`config.mk`:
```
export PLATFORM = sky130hd
export DESIGN_NAME = hevc_gop_and_dpb_tracker
export DESIGN_NICKNAME = d
export VERILOG_FILES = /design/src/sv/hgdt_pkg.sv /design/src/sv/hgdt_mod.sv /design/src/sv/hevc_gop_and_dpb_tracker.sv
export SDC_FILE = /design/constraint.sdc
export NUM_CORES = 2
export LEC_CHECK = 0
export ABC_CLOCK_PERIOD_IN_PS = 8000
export CORE_MARGIN = 1
export CORE_UTILIZATION = 49
export CTS_CLUSTER_DIAMETER = 30
export DETAILED_ROUTE_END_ITERATION = 6
export DONT_BUFFER_PORTS = 1
export HOLD_SLACK_MARGIN = 0.15
export PLACE_DENSITY = 0.63
export SLEW_MARGIN = 25
export SYNTH_ARGS = -nofsm -noshare
export SYNTH_HDL_FRONTEND = slang
export SYNTH_SLANG_ARGS = --single-unit
```
`constraint.sdc`:
```
create_clock -name clk_i -period 8 [get_ports clk_i]
set_input_delay 0.8 -clock clk_i [delete_from_list [all_inputs] [get_ports clk_i]]
set_output_delay 0.8 -clock clk_i [all_outputs]
set_load 0.005 [all_outputs]
```
`src/sv/hgdt_pkg.sv`:
```
`timescale 1ns / 1ps
// ----------------------------------------------------------------------------
// hgdt_pkg: shared types and constants
// Types, register indexes and frame kinds for the GOP and DPB tracker.
// ----------------------------------------------------------------------------
package hgdt_pkg;

  localparam int DpbDepth  = 16;
  localparam int LongSlots = 16;
  localparam int IdxW      = $clog2(DpbDepth);
  localparam int CntW      = $clog2(DpbDepth + 1);

  localparam logic [1:0] KIND_IDR = 2'd0;
  localparam logic [1:0] KIND_I   = 2'd1;
  localparam logic [1:0] KIND_P   = 2'd2;
  localparam logic [1:0] KIND_B   = 2'd3;

  localparam logic [1:0] REG_GOP_LENGTH = 2'd0;
  localparam logic [1:0] REG_P_PERIOD   = 2'd1;
  localparam logic [1:0] REG_DPB_CAP    = 2'd2;
  localparam logic [1:0] REG_MAX_LONG   = 2'd3;

  typedef struct packed {
    logic        force_key;
    logic        mark_ltr;
    logic [3:0]  mark_ltr_slot;
    logic        use_ltr;
    logic [15:0] use_ltr_mask;
    logic [31:0] dirty_frame_num;
  } in_item_t;

  typedef struct packed {
    logic [1:0]  frame_kind;
    logic [31:0] frame_poc;
    logic        frame_is_long;
    logic [31:0] long_term_info;
    logic [4:0]  ref_position;
    logic        ref_valid;
    logic [31:0] entry_poc;
    logic        entry_is_long;
    logic [31:0] entry_dirty_num;
    logic        entry_is_current;
    logic        ref_error;
    logic        last;
  } out_item_t;

  // DPB entry as held in the shift store
  typedef struct packed {
    logic [31:0] poc;
    logic        is_long;
    logic [3:0]  slot;
    logic [31:0] dirty;
  } dpb_entry_t;

  // Divider handshake between sequencer and modulo unit
  typedef struct packed {
    logic        start;
    logic [31:0] dividend;
    logic [31:0] divisor;
  } div_req_t;

  typedef struct packed {
    logic        done;
    logic [31:0] rem;
  } div_rsp_t;

  typedef enum logic [3:0] {
    ST_IDLE,
    ST_MOD_P,
    ST_KIND,
    ST_PRUNE,
    ST_MAX,
    ST_EMIT,
    ST_EVICT,
    ST_REUSE,
    ST_APPEND,
    ST_MOD_G,
    ST_DONE
  } state_e;

endpackage

```
`src/sv/hgdt_mod.sv`:
```
`timescale 1ns / 1ps
// ----------------------------------------------------------------------------
// hgdt_mod: iterative remainder unit
// Restoring remainder, one dividend bit per cycle.
// ----------------------------------------------------------------------------
module hgdt_mod (
  input  logic              clk_i,
  input  logic              rst_ni,
  input  hgdt_pkg::div_req_t req_i,
  output hgdt_pkg::div_rsp_t rsp_o
);
  import hgdt_pkg::*;

  logic        busy_q, busy_d;
  logic [5:0]  cnt_q, cnt_d;
  logic [31:0] num_q, num_d;
  logic [31:0] den_q, den_d;
  logic [32:0] rem_q, rem_d;
  logic        done_q, done_d;
  logic [32:0] shifted;
  logic [32:0] diff;

  assign shifted = {rem_q[31:0], num_q[31]};
  assign diff    = shifted - {1'b0, den_q};

  always_comb begin
    busy_d = busy_q;
    cnt_d  = cnt_q;
    num_d  = num_q;
    den_d  = den_q;
    rem_d  = rem_q;
    done_d = 1'b0;
    if (req_i.start) begin
      busy_d = 1'b1;
      cnt_d  = 6'd32;
      num_d  = req_i.dividend;
      den_d  = req_i.divisor;
      rem_d  = '0;
    end else if (busy_q) begin
      num_d = {num_q[30:0], 1'b0};
      rem_d = diff[32] ? shifted : diff;
      cnt_d = cnt_q - 6'd1;
      if (cnt_q == 6'd1) begin
        busy_d = 1'b0;
        done_d = 1'b1;
      end
    end
  end

  always_ff @(posedge clk_i or negedge rst_ni) begin
    if (!rst_ni) begin
      busy_q <= 1'b0;
      cnt_q  <= '0;
      done_q <= 1'b0;
    end else begin
      busy_q <= busy_d;
      cnt_q  <= cnt_d;
      done_q <= done_d;
    end
  end

  always_ff @(posedge clk_i) begin
    num_q <= num_d;
    den_q <= den_d;
    rem_q <= rem_d;
  end

  assign rsp_o.done = done_q;
  assign rsp_o.rem  = rem_q[31:0];

endmodule

```
`src/sv/hevc_gop_and_dpb_tracker.sv`:
```
`timescale 1ns / 1ps
// ----------------------------------------------------------------------------
// hevc_gop_and_dpb_tracker: GOP position and DPB reference tracker
// Picks each frame's kind, POC and L0 reference and streams the DPB snapshot.
// ----------------------------------------------------------------------------
// Usage: raise start_i with in_i for one frame while busy_o is low; the
// transfer happens at that edge and busy_o stays high until the frame is
// finished. Results come out one per cycle on out_o, marked by out_valid_o,
// one per DPB entry in order and then the current frame with last set. The
// receiver cannot stall; each result is present for exactly one cycle.
// Configuration writes go through cfg_valid_i/cfg_ready_o with cfg_index_i
// and cfg_data_i; ready is high while no frame is in flight and start_i is low.
// Sequence: the P-period remainder (skipped when it is not needed), the
// frame kind, pruning (P frames that use long-term references), the max-POC
// scan (P frames), the snapshot, eviction and slot reuse, the append, then
// the GOP-length remainder (skipped when the GOP is infinite). The remainder
// unit is bit-serial and shared by both remainders; the DPB store is walked
// one entry per cycle.
// Reset: all counters, the pending mark and the DPB fill count clear; the
// registers take gop_length 0, p_period 1, dpb_capacity 16, max_long_term 0.
// ----------------------------------------------------------------------------
module hevc_gop_and_dpb_tracker (
  input  logic                 clk_i,
  input  logic                 rst_ni,
  input  logic                 start_i,
  input  hgdt_pkg::in_item_t   in_i,
  output logic                 busy_o,
  output logic                 out_valid_o,
  output hgdt_pkg::out_item_t  out_o,
  input  logic                 cfg_valid_i,
  output logic                 cfg_ready_o,
  input  logic [1:0]           cfg_index_i,
  input  logic [31:0]          cfg_data_i
);
  import hgdt_pkg::*;

  state_e state_q, state_d;

  logic [15:0] gop_len_q;
  logic [7:0]  p_per_q;
  logic [4:0]  cap_q;
  logic [4:0]  max_lt_q;

  logic [31:0] gop_pos_q, gop_pos_d;
  logic [31:0] poc_q, poc_d;
  logic        pend_q, pend_d;
  logic [3:0]  pend_slot_q, pend_slot_d;
  logic [3:0]  cur_slot_q, cur_slot_d;
  logic [15:0] act_mask_q, act_mask_d;
  logic [CntW-1:0] cnt_q, cnt_d;

  dpb_entry_t  dpb_q [DpbDepth];
  in_item_t    item_q;
  logic [1:0]  kind_q, kind_d;
  logic        is_long_q, is_long_d;
  logic [CntW-1:0] idx_q, idx_d;
  logic [IdxW-1:0] ref_q, ref_d;
  logic        ref_valid_q, ref_valid_d;
  logic        ref_err_q, ref_err_d;
  logic [15:0] used_q, used_d;
  logic        rem_zero_q, rem_zero_d;

  // Shift-remove request: close the gap at rm_pos
  logic            rm_en;
  logic [IdxW-1:0] rm_pos;
  logic            app_en;

  div_req_t   dreq;
  div_rsp_t   drsp;

  logic [IdxW-1:0] idx_w;
  dpb_entry_t      cur_e;
  dpb_entry_t      ref_e;
  logic [4:0]      cap_c;
  logic            accept;

  assign accept      = start_i && state_q == ST_IDLE;
  assign busy_o      = state_q != ST_IDLE;
  assign cfg_ready_o = state_q == ST_IDLE && !start_i;
  assign idx_w       = idx_q[IdxW-1:0];
  assign cur_e       = dpb_q[idx_w];
  assign ref_e       = dpb_q[ref_q];
  assign cap_c       = (cap_q == 5'd0) ? 5'd1 : ((cap_q > 5'(DpbDepth)) ? 5'(DpbDepth) : cap_q);

  hgdt_mod u_mod (
    .clk_i (clk_i),
    .rst_ni(rst_ni),
    .req_i (dreq),
    .rsp_o (drsp)
  );

  always_comb begin
    state_d = state_q;
    case (state_q)
      ST_IDLE:   if (start_i) state_d = ST_MOD_P;
      ST_MOD_P:  if (drsp.done || p_per_q == 8'd0 || gop_pos_q == 32'd0) state_d = ST_KIND;
      ST_KIND:   state_d = (kind_d == KIND_P && item_q.use_ltr) ? ST_PRUNE : ST_MAX;
      ST_PRUNE:  if (idx_q >= cnt_q) state_d = ST_MAX;
      ST_MAX:    if (kind_q != KIND_P || idx_q >= cnt_q) state_d = ST_EMIT;
      ST_EMIT:   if (idx_q >= cnt_q) state_d = ST_EVICT;
      ST_EVICT:  if (cnt_q < CntW'(cap_c) || idx_q >= cnt_q || !cur_e.is_long) state_d = ST_REUSE;
      ST_REUSE:  if (!is_long_q || !act_mask_q[cur_slot_q] || idx_q >= cnt_q ||
                     (cur_e.is_long && cur_e.slot == cur_slot_q)) state_d = ST_APPEND;
      ST_APPEND: state_d = ST_MOD_G;
      ST_MOD_G:  if (drsp.done || gop_len_q == 16'd0) state_d = ST_DONE;
      ST_DONE:   state_d = ST_IDLE;
      default:   state_d = ST_IDLE;
    endcase
  end

  always_comb begin
    gop_pos_d   = gop_pos_q;
    poc_d       = poc_q;
    pend_d      = pend_q;
    pend_slot_d = pend_slot_q;
    cur_slot_d  = cur_slot_q;
    act_mask_d  = act_mask_q;
    cnt_d       = cnt_q;
    kind_d      = kind_q;
    is_long_d   = is_long_q;
    idx_d       = idx_q;
    ref_d       = ref_q;
    ref_valid_d = ref_valid_q;
    ref_err_d   = ref_err_q;
    used_d      = used_q;
    rem_zero_d  = rem_zero_q;
    rm_en       = 1'b0;
    rm_pos      = idx_w;
    app_en      = 1'b0;
    dreq        = '0;
    out_valid_o = 1'b0;
    out_o       = '0;
    case (state_q)
      ST_IDLE: begin
        if (start_i) begin
          if (in_i.mark_ltr && !pend_q) begin
            pend_d      = 1'b1;
            pend_slot_d = in_i.mark_ltr_slot;
          end
          dreq.start    = 1'b1;
          dreq.dividend = gop_pos_q;
          dreq.divisor  = {24'd0, p_per_q};
        end
      end
      ST_MOD_P: rem_zero_d = drsp.rem == 32'd0;
      ST_KIND: begin
        if (gop_pos_q == 32'd0) kind_d = KIND_IDR;
        else if (p_per_q == 8'd0) kind_d = KIND_I;
        else kind_d = rem_zero_q ? KIND_P : KIND_B;
        if (item_q.force_key || kind_d == KIND_IDR) begin
          kind_d     = KIND_IDR;
          gop_pos_d  = '0;
          poc_d      = '0;
          cur_slot_d = '0;
          cnt_d      = '0;
          act_mask_d = '0;
        end else begin
          poc_d = poc_q + 32'd1;
        end
        is_long_d = 1'b0;
        if (max_lt_q != 5'd0 && pend_q) begin
          is_long_d  = 1'b1;
          cur_slot_d = pend_slot_q;
          pend_d     = 1'b0;
        end
        idx_d       = '0;
        ref_d       = '0;
        ref_valid_d = 1'b0;
        ref_err_d   = 1'b0;
        used_d      = '0;
      end
      ST_PRUNE: begin
        if (idx_q < cnt_q) begin
          if (!cur_e.is_long || !item_q.use_ltr_mask[cur_e.slot]) begin
            rm_en = 1'b1;
            cnt_d = cnt_q - CntW'(1);
          end else begin
            idx_d = idx_q + CntW'(1);
          end
        end else begin
          act_mask_d = item_q.use_ltr_mask;
          idx_d      = '0;
        end
      end
      ST_MAX: begin
        if (kind_q == KIND_P && idx_q < cnt_q) begin
          if (idx_q != '0 && cur_e.poc > ref_e.poc) ref_d = idx_w;
          idx_d = idx_q + CntW'(1);
        end else begin
          idx_d = '0;
          if (kind_q == KIND_P) begin
            if (cnt_q == '0) ref_err_d = 1'b1;
            else begin
              ref_valid_d = 1'b1;
              if (ref_e.is_long) used_d = 16'(1) << ref_e.slot;
            end
          end
        end
      end
      ST_EMIT: begin
        out_valid_o            = 1'b1;
        out_o.frame_kind       = kind_q;
        out_o.frame_poc        = poc_q;
        out_o.frame_is_long    = is_long_q;
        out_o.long_term_info   = {used_q, is_long_q ? {12'd0, cur_slot_q} : 16'hFFFF};
        out_o.ref_position     = 5'(ref_q);
        out_o.ref_valid        = ref_valid_q;
        out_o.ref_error        = ref_err_q;
        if (idx_q >= cnt_q) begin
          out_o.entry_poc        = poc_q;
          out_o.entry_is_long    = is_long_q;
          out_o.entry_dirty_num  = item_q.dirty_frame_num;
          out_o.entry_is_current = 1'b1;
          out_o.last             = 1'b1;
          idx_d                  = '0;
        end else begin
          out_o.entry_poc       = cur_e.poc;
          out_o.entry_is_long   = cur_e.is_long;
          out_o.entry_dirty_num = cur_e.dirty;
          idx_d                 = idx_q + CntW'(1);
        end
      end
      ST_EVICT: begin
        if (cnt_q >= CntW'(cap_c)) begin
          if (idx_q >= cnt_q) begin
            rm_en  = 1'b1;
            rm_pos = '0;
            cnt_d  = cnt_q - CntW'(1);
            idx_d  = '0;
          end else if (!cur_e.is_long) begin
            rm_en = 1'b1;
            cnt_d = cnt_q - CntW'(1);
            idx_d = '0;
          end else begin
            idx_d = idx_q + CntW'(1);
          end
        end else begin
          idx_d = '0;
        end
      end
      ST_REUSE: begin
        if (is_long_q && act_mask_q[cur_slot_q] && idx_q < cnt_q) begin
          if (cur_e.is_long && cur_e.slot == cur_slot_q) begin
            rm_en = 1'b1;
            cnt_d = cnt_q - CntW'(1);
          end else begin
            idx_d = idx_q + CntW'(1);
          end
        end
        if (state_d == ST_APPEND && is_long_q)
          act_mask_d = act_mask_q | (16'(1) << cur_slot_q);
      end
      ST_APPEND: begin
        if (cnt_q < CntW'(DpbDepth)) begin
          app_en = 1'b1;
          cnt_d  = cnt_q + CntW'(1);
        end
        dreq.start    = gop_len_q != 16'd0;
        dreq.dividend = gop_pos_q;
        dreq.divisor  = {16'd0, gop_len_q};
      end
      ST_MOD_G: begin
        // Advance as (position mod L) + 1, folding L back to zero
        if (gop_len_q == 16'd0) gop_pos_d = gop_pos_q + 32'd1;
        else if (drsp.done)
          gop_pos_d = (drsp.rem + 32'd1 == {16'd0, gop_len_q}) ? 32'd0 : drsp.rem + 32'd1;
      end
      ST_DONE: ;
      default: ;
    endcase
  end

  always_ff @(posedge clk_i or negedge rst_ni) begin
    if (!rst_ni) begin
      state_q     <= ST_IDLE;
      gop_len_q   <= 16'd0;
      p_per_q     <= 8'd1;
      cap_q       <= 5'd16;
      max_lt_q    <= 5'd0;
      gop_pos_q   <= '0;
      poc_q       <= '0;
      pend_q      <= 1'b0;
      pend_slot_q <= '0;
      cur_slot_q  <= '0;
      act_mask_q  <= '0;
      cnt_q       <= '0;
      idx_q       <= '0;
    end else begin
      state_q     <= state_d;
      gop_pos_q   <= gop_pos_d;
      poc_q       <= poc_d;
      pend_q      <= pend_d;
      pend_slot_q <= pend_slot_d;
      cur_slot_q  <= cur_slot_d;
      act_mask_q  <= act_mask_d;
      cnt_q       <= cnt_d;
      idx_q       <= idx_d;
      if (cfg_valid_i && cfg_ready_o) begin
        case (cfg_index_i)
          REG_GOP_LENGTH: gop_len_q <= cfg_data_i[15:0];
          REG_P_PERIOD:   p_per_q   <= cfg_data_i[7:0];
          REG_DPB_CAP:    cap_q     <= cfg_data_i[4:0];
          REG_MAX_LONG:   max_lt_q  <= cfg_data_i[4:0];
          default: ;
        endcase
      end
    end
  end

  always_ff @(posedge clk_i) begin
    if (accept) item_q <= in_i;
    kind_q      <= kind_d;
    is_long_q   <= is_long_d;
    ref_q       <= ref_d;
    ref_valid_q <= ref_valid_d;
    ref_err_q   <= ref_err_d;
    used_q      <= used_d;
    rem_zero_q  <= rem_zero_d;
    // Shift store: close a gap or append at the fill count
    for (int k = 0; k < DpbDepth; k++) begin
      if (rm_en && IdxW'(k) >= rm_pos && k + 1 < DpbDepth)
        dpb_q[k] <= dpb_q[k + 1];
      else if (app_en && CntW'(k) == cnt_q) begin
        dpb_q[k].poc     <= poc_q;
        dpb_q[k].is_long <= is_long_q;
        dpb_q[k].slot    <= cur_slot_q;
        dpb_q[k].dirty   <= item_q.dirty_frame_num;
      end
    end
  end

endmodule

```
# ---- After elaboration in Yosys (flattened, before gate mapping)
# Memories as Yosys holds them, arrays and structs flattened. A register that Yosys moved wholly into a read port is not among the register bits.
# Index checks and enable logic that the tools add are counted.
dict set report totals {
  input_bits 93
  ramBits 1104
  n_memories 1
  out_inout_bits 144
  register_bits 317
}
dict set report classes {
  eq_ne 57
  n_shift 2
  muxes 247
  n_addsub 8
  bitwise_logic 61
  order_cmp 24
  reduce_logical 97
}
# name words word_bits rd rd_ports_with_merged_regs write_ports line_no
set memory_table {}
lappend memory_table {dpb_q 16 69 17 1 15 hevc_gop_and_dpb_tracker.sv:52} ;# dpb_entry_t dpb_q [DpbDepth];
# op count
set ops {}
lappend ops {{$mux 32} 38}
lappend ops {{$mux 141} 1}
lappend ops {{$mux 4} 33}
lappend ops {{$mux 65} 2}
lappend ops {{$pmux 65 s2} 1}
lappend ops {{$mux 16} 8}
lappend ops {{$mux 1} 122}
lappend ops {{$mux 5} 20}
lappend ops {{$add 32x1->32 const B} 3}
lappend ops {{$mux 69} 1}
lappend ops {{$reduce_or 69->1} 1}
lappend ops {{$logic_not 32->1} 2}
lappend ops {{$pmux 32 s2} 1}
lappend ops {{$or 1x1->1} 60}
lappend ops {{$pmux 16 s3} 1}
lappend ops {{$logic_and 1x1->1} 43}
lappend ops {{$eq 4x5->1 const A} 8}
lappend ops {{$ne 2x2->1 const B} 20}
lappend ops {{$pmux 4 s10} 1}
lappend ops {{$sub 33x32->33} 1}
lappend ops {{$eq 32x16->1} 1}
lappend ops {{$gt 32x32->1} 1}
lappend ops {{$pmux 16 s2} 1}
lappend ops {{$shl 1x4->16 const A} 2}
lappend ops {{54 further kinds} 124}

# ---- Logic depth before layout (Yosys ltp)
dict set report logic_depth {
  depth_word 16
  depth_mapped 17
}

# ---- Hierarchy
# A second synthesis with hierarchy kept.
dict set report hier_totals {
  hier_cells 5393
  area_unflattened_um2 78579.1
}
# module area_per_inst_um2 instances cells_each seq_area_each_um2
set modules_own_cells {}
lappend modules_own_cells {hevc_gop_and_dpb_tracker 72530.8 1 4779 38924.8}
lappend modules_own_cells {hgdt_mod 6048.3 1 614 2762.6}

# ---- Least setup slack after synthesis
# No wires, ideal clock.
dict set report synth_path {
  path_type {register to register}
  from {register idx_q[0]}
  to {memory dpb_q[8][0] (netlist name), enable pin}
  setup_ns 0.591
  slack_ns -0.747
  path_buffers 4
  path_stages_with_launch 16
  period_less_slack_ns 8.747
  t_arrival_ns 8.155
  path_cell_list {dfrtp_1 > buf_2 > clkbuf_1 > clkbuf_1 > clkbuf_1 > inv_1 > ha_1 > nor2b_1 > o21a_1 > o211ai_1 > nand2_1 > nor2_1 > nor3_1 > nand2b_1 > a21oi_1 > o21ai_0}
}
# element line_no
set synth_lines {}
lappend synth_lines {{start: declaration} hevc_gop_and_dpb_tracker.sv:56} ;# logic [CntW-1:0] idx_q, idx_d;
lappend synth_lines {{start signal: assignment} hevc_gop_and_dpb_tracker.sv:297} ;# idx_q <= idx_d;
lappend synth_lines {{end: declaration} hevc_gop_and_dpb_tracker.sv:52}

==> impl_metrics.csv <==
group,metric,value,unit
outcome,status,"finished clean",
timing,slew_headroom,21.9,%
yosys,ys_async_sr_fraction,10.3,%
global_routing,overflow,0,
critical_path,cp-end-kind,"output port",
global_routing,grtUsageTotal,29.7,%
drt,drt-wirelength-per-cell,30.4,um
timing,fin_crit,6.45,ns
critical_path,required,7.20,ns
final_layout,fin_area,0.0923,mm^2
yosys,ys.flop_type,"edfxtp_1",
floorplan,rows,145,
final_layout,stdcell_count,7719,
yosys,synthTopCellsByArea,"edfxtp_1, mux4_2, mux2_2, dfrtp_1, nand2_1",
drt,drt-initial-drc-count,4790,
power,p_per_area,368,mW/mm^2
global_routing,grt_pass1_vias,51200,
timing,rsz0062_at_grt,"no",
placement,io_buffer_count,0,
cts,path_clk_slew,0.04,ns
cts,clock_path_buffers,4,
floorplan,die_x,398,um
critical_path,crit_type,"reg2out",
drt,first_pass_iters,6,
floorplan,boundaryPins,237,
yosys,synth_edf_count,1226,
power,power_leakage,32.3,nW
critical_path,cp_slowest_stage_delay,1.03,ns
final_layout,drive_above_1_share,40.9,%
floorplan,die_h,398,um
timing,finalSetupViolations,0,
critical_path,critPathLaunchType,"register",
critical_path,arrival,5.65,ns
critical_path,crit_top_cell,"nand2_1",
drt,route.vias.total,50100,
cts,cts_tree,"done",
timing,whs,0.210,ns
critical_path,cp_max_fo,54,
yosys,ys_seq_area_share,53.5,%
cts,post_cts_resized,0,
cts,cts_htree_levels,5,
drt,drt_wl_total,235000,um
drt,avgViaCountPerCell,6.49,
global_routing,antenna_found_initial,2,
floorplan,initial_core_util,49.3,%
yosys,syn_inst,5291,
cts,cts_made_buffers,361,
drt,ant_nets,0,
yosys,ys_seq_elements,1409,
drt,drcViolationCount,0,
timing,skew,0.0579,ns
critical_path,worstPathCellList,"buf_4 -> ha_1 -> nor2b_1 -> o21a_1 -> o211ai_1 -> nand2_1 -> nor2_4 -> buf_12 -> nand2_1 -> a21oi_1",
placement,placed_cells,7001,
final_layout,fin_util,59.1,%
timing,setup_tns,0,ns
run,maxCapViolCount,0,
timing,timing.fmax,155,MHz
final_layout,areaGrowthSynthToFinish,19.9,%
yosys,synth_top_cell_by_area,"edfxtp_1",
final_layout,nets,5548,
cts,cts_root_buf,"clkbuf_16",
yosys,yosysWarningCount,0,
final_layout,final.fill_count,12000,
global_routing,grt_pass1_wl,346000,um
floorplan,die_area,0.159,mm^2
placement,routabilityCongestion,0.848,
placement,dpl_cell_area,0.0793,mm^2
critical_path,slowest_stage,"dfrtp_4",
timing,drv_slew,0,
final_layout,antenna_cells,0,
hold_path,hold_path_class,"in2reg",
global_routing,grt_max_degree,146,
yosys,avgSynthCellArea,14.5,um^2
placement,hpwl,129000,um
yosys,synth_top_area_share,47.8,%
timing,worst_pin_slew,1.17,ns
power,vdd_drop_max,0.398,mV
floorplan,core,0.156,mm^2
cts,clock_latency,0.93,ns
timing,hold_viol,0,
yosys,synthesis.area,0.0770,mm^2
cts,numClockSinks,1409,
timing,finalCritPeriodShare,80.6,%
yosys,netlist-cell-type-count,81,
yosys,syn_nets,5458,
==> cells in the mapped netlist (9+ instances only) <==
library cell     n
a211oi_1        19
a21o_1          19
a21oi_1        165
a22oi_1         12
a31oi_1         31
and2_1          69
and3_1          50
buf_1           56
buf_2            9
buf_4           13
clkbuf_1       390
dfrtp_1        143
dfxtp_1         38
edfxtp_1      1226
ha_1            73
inv_1          100
mux2_2        1034
mux2i_1         34
mux4_2         525
nand2_1        421
nand2b_1        14
nand3_1         53
nand4_1         35
nor2_1         182
nor2b_1         19
nor3_1          48
nor4_1          24
o21a_1           9
o21ai_0        204
o221ai_1        10
o22ai_1         15
o31ai_1         18
or2_2            9
or3_1           19
xnor2_1         59
xor2_1          36
==> timing repair <==
| item | in CTS | in global routing |
|---|---|---|
| endpoints found under the hold margin | 234 | 0 |
| hold buffers | 73 | 0 |
| setup buffers | 0 | 0 |
==> where the power goes <==
group          internal, W  switching, W
logic              0.00350       0.00470
registers          0.00982       0.00126
clock network       0.0103       0.00440
==> placed cells by master (no fill, tap or decap), types with 49 or more instances in the layout <==
master	count
clkbuf_16	367
inv_1	97
and2_1	69
nand3_1	49
mux4_2	525
clkinv_2	66
ha_1	73
buf_4	104
mux2_2	1034
o21ai_0	191
nand2_1	413
dfrtp_1	139
nor2_1	175
bufinv_16	58
edfxtp_1	1226
a21oi_1	164
dlygate4sd3_1	72
xnor2_1	59
==> cells by family (layout without fill, tap and decap cells) <==
group | count (synthesis) | in the layout | synth area share (%)
AO/OA/AOI/OAI | 563 | 563 | 4.36
XOR/XNOR | 95 | 95 | 1.08
adder cells (fa/ha/maj) | 74 | 74 | 1.21
buffers and inverters | 571 | 941 | 2.87
flip-flops | 1409 | 1409 | 53.5
multiplexers | 1593 | 1593 | 30.9
other | 1 | 1 | 0.00487
AND/OR/NAND/NOR | 985 | 985 | 6.01
==> area by class of cell <==
type                    instances  area, um^2  area share, %
clock inverters               214        2640           2.86
clock buffers                 429        9560           10.4
flip-flops and latches       1409       41200           44.7
well taps                    2058        2570           2.79
repair buffers                196        1940           2.10
inverters                     102         388          0.420
multi-input cells            3311       34000           36.8
==> worst max-delay path: cells and delay by family (launching register included) <==
kind	cells	cell delay, ns
buffers and inverters	2	1.03
and+or+nand+nor	4	1.01
adders and majority gates	1	0.34
AOI/OAI and AO/OA	3	1.20
DFF	1	1.03
==> path summary, 6_finish.rpt <==
path                                 end  cells after the start  slack (ns)      startpoint
min                             cap_q[4]                      3        0.21  cfg_index_i[0]
max reg2reg                     register                     12        1.78        idx_q[1]
min in group asynchronous  act_mask_q[2]                      2        0.48          rst_ni
max                            out_o[67]                     10        1.55        idx_q[1]
min reg2reg                cur_slot_q[1]                      2        0.47  pend_slot_q[1]
max in group asynchronous   u_mod.busy_q                      2        6.71          rst_ni
==> registers in the layout, indices dropped and copies added (netlist names), 2 cells and up, named ones only <==
name	flops
p_per_q	8
kind_q	2
gop_len_q	16
state_q	4
u_mod.cnt_q	6
cur_slot_q	4
used_q	16
idx_q	5
act_mask_q	16
max_lt_q	5
cap_q	5
item_q	50
dpb_q	1104
poc_q	32
u_mod.num_q	32
ref_q	4
pend_slot_q	4
u_mod.den_q	16
cnt_q	5
gop_pos_q	32
u_mod.rem_q	32
==> layer usage <==
metal / vias to the layer above / wire, um / track usage (%)
met1: 26200 / 92400 / 39.2
met5: - / 0 / 0
met4: 0 / 7800 / 10.4
met2: 2292 / 114000 / 48.1
met3: 505 / 21000 / 6.98
li1: 21100 / - / -
==> through the flow <==
stage                     power, W  setup WS [ns]
after floorplan             0.0165         -0.573
after global placement      0.0191           1.96
after detailed placement    0.0192           1.90
after CTS                   0.0340           1.52
after global routing        0.0352           1.30
final                       0.0339           1.55
Note: power is estimated with default switching activity, not from simulation.
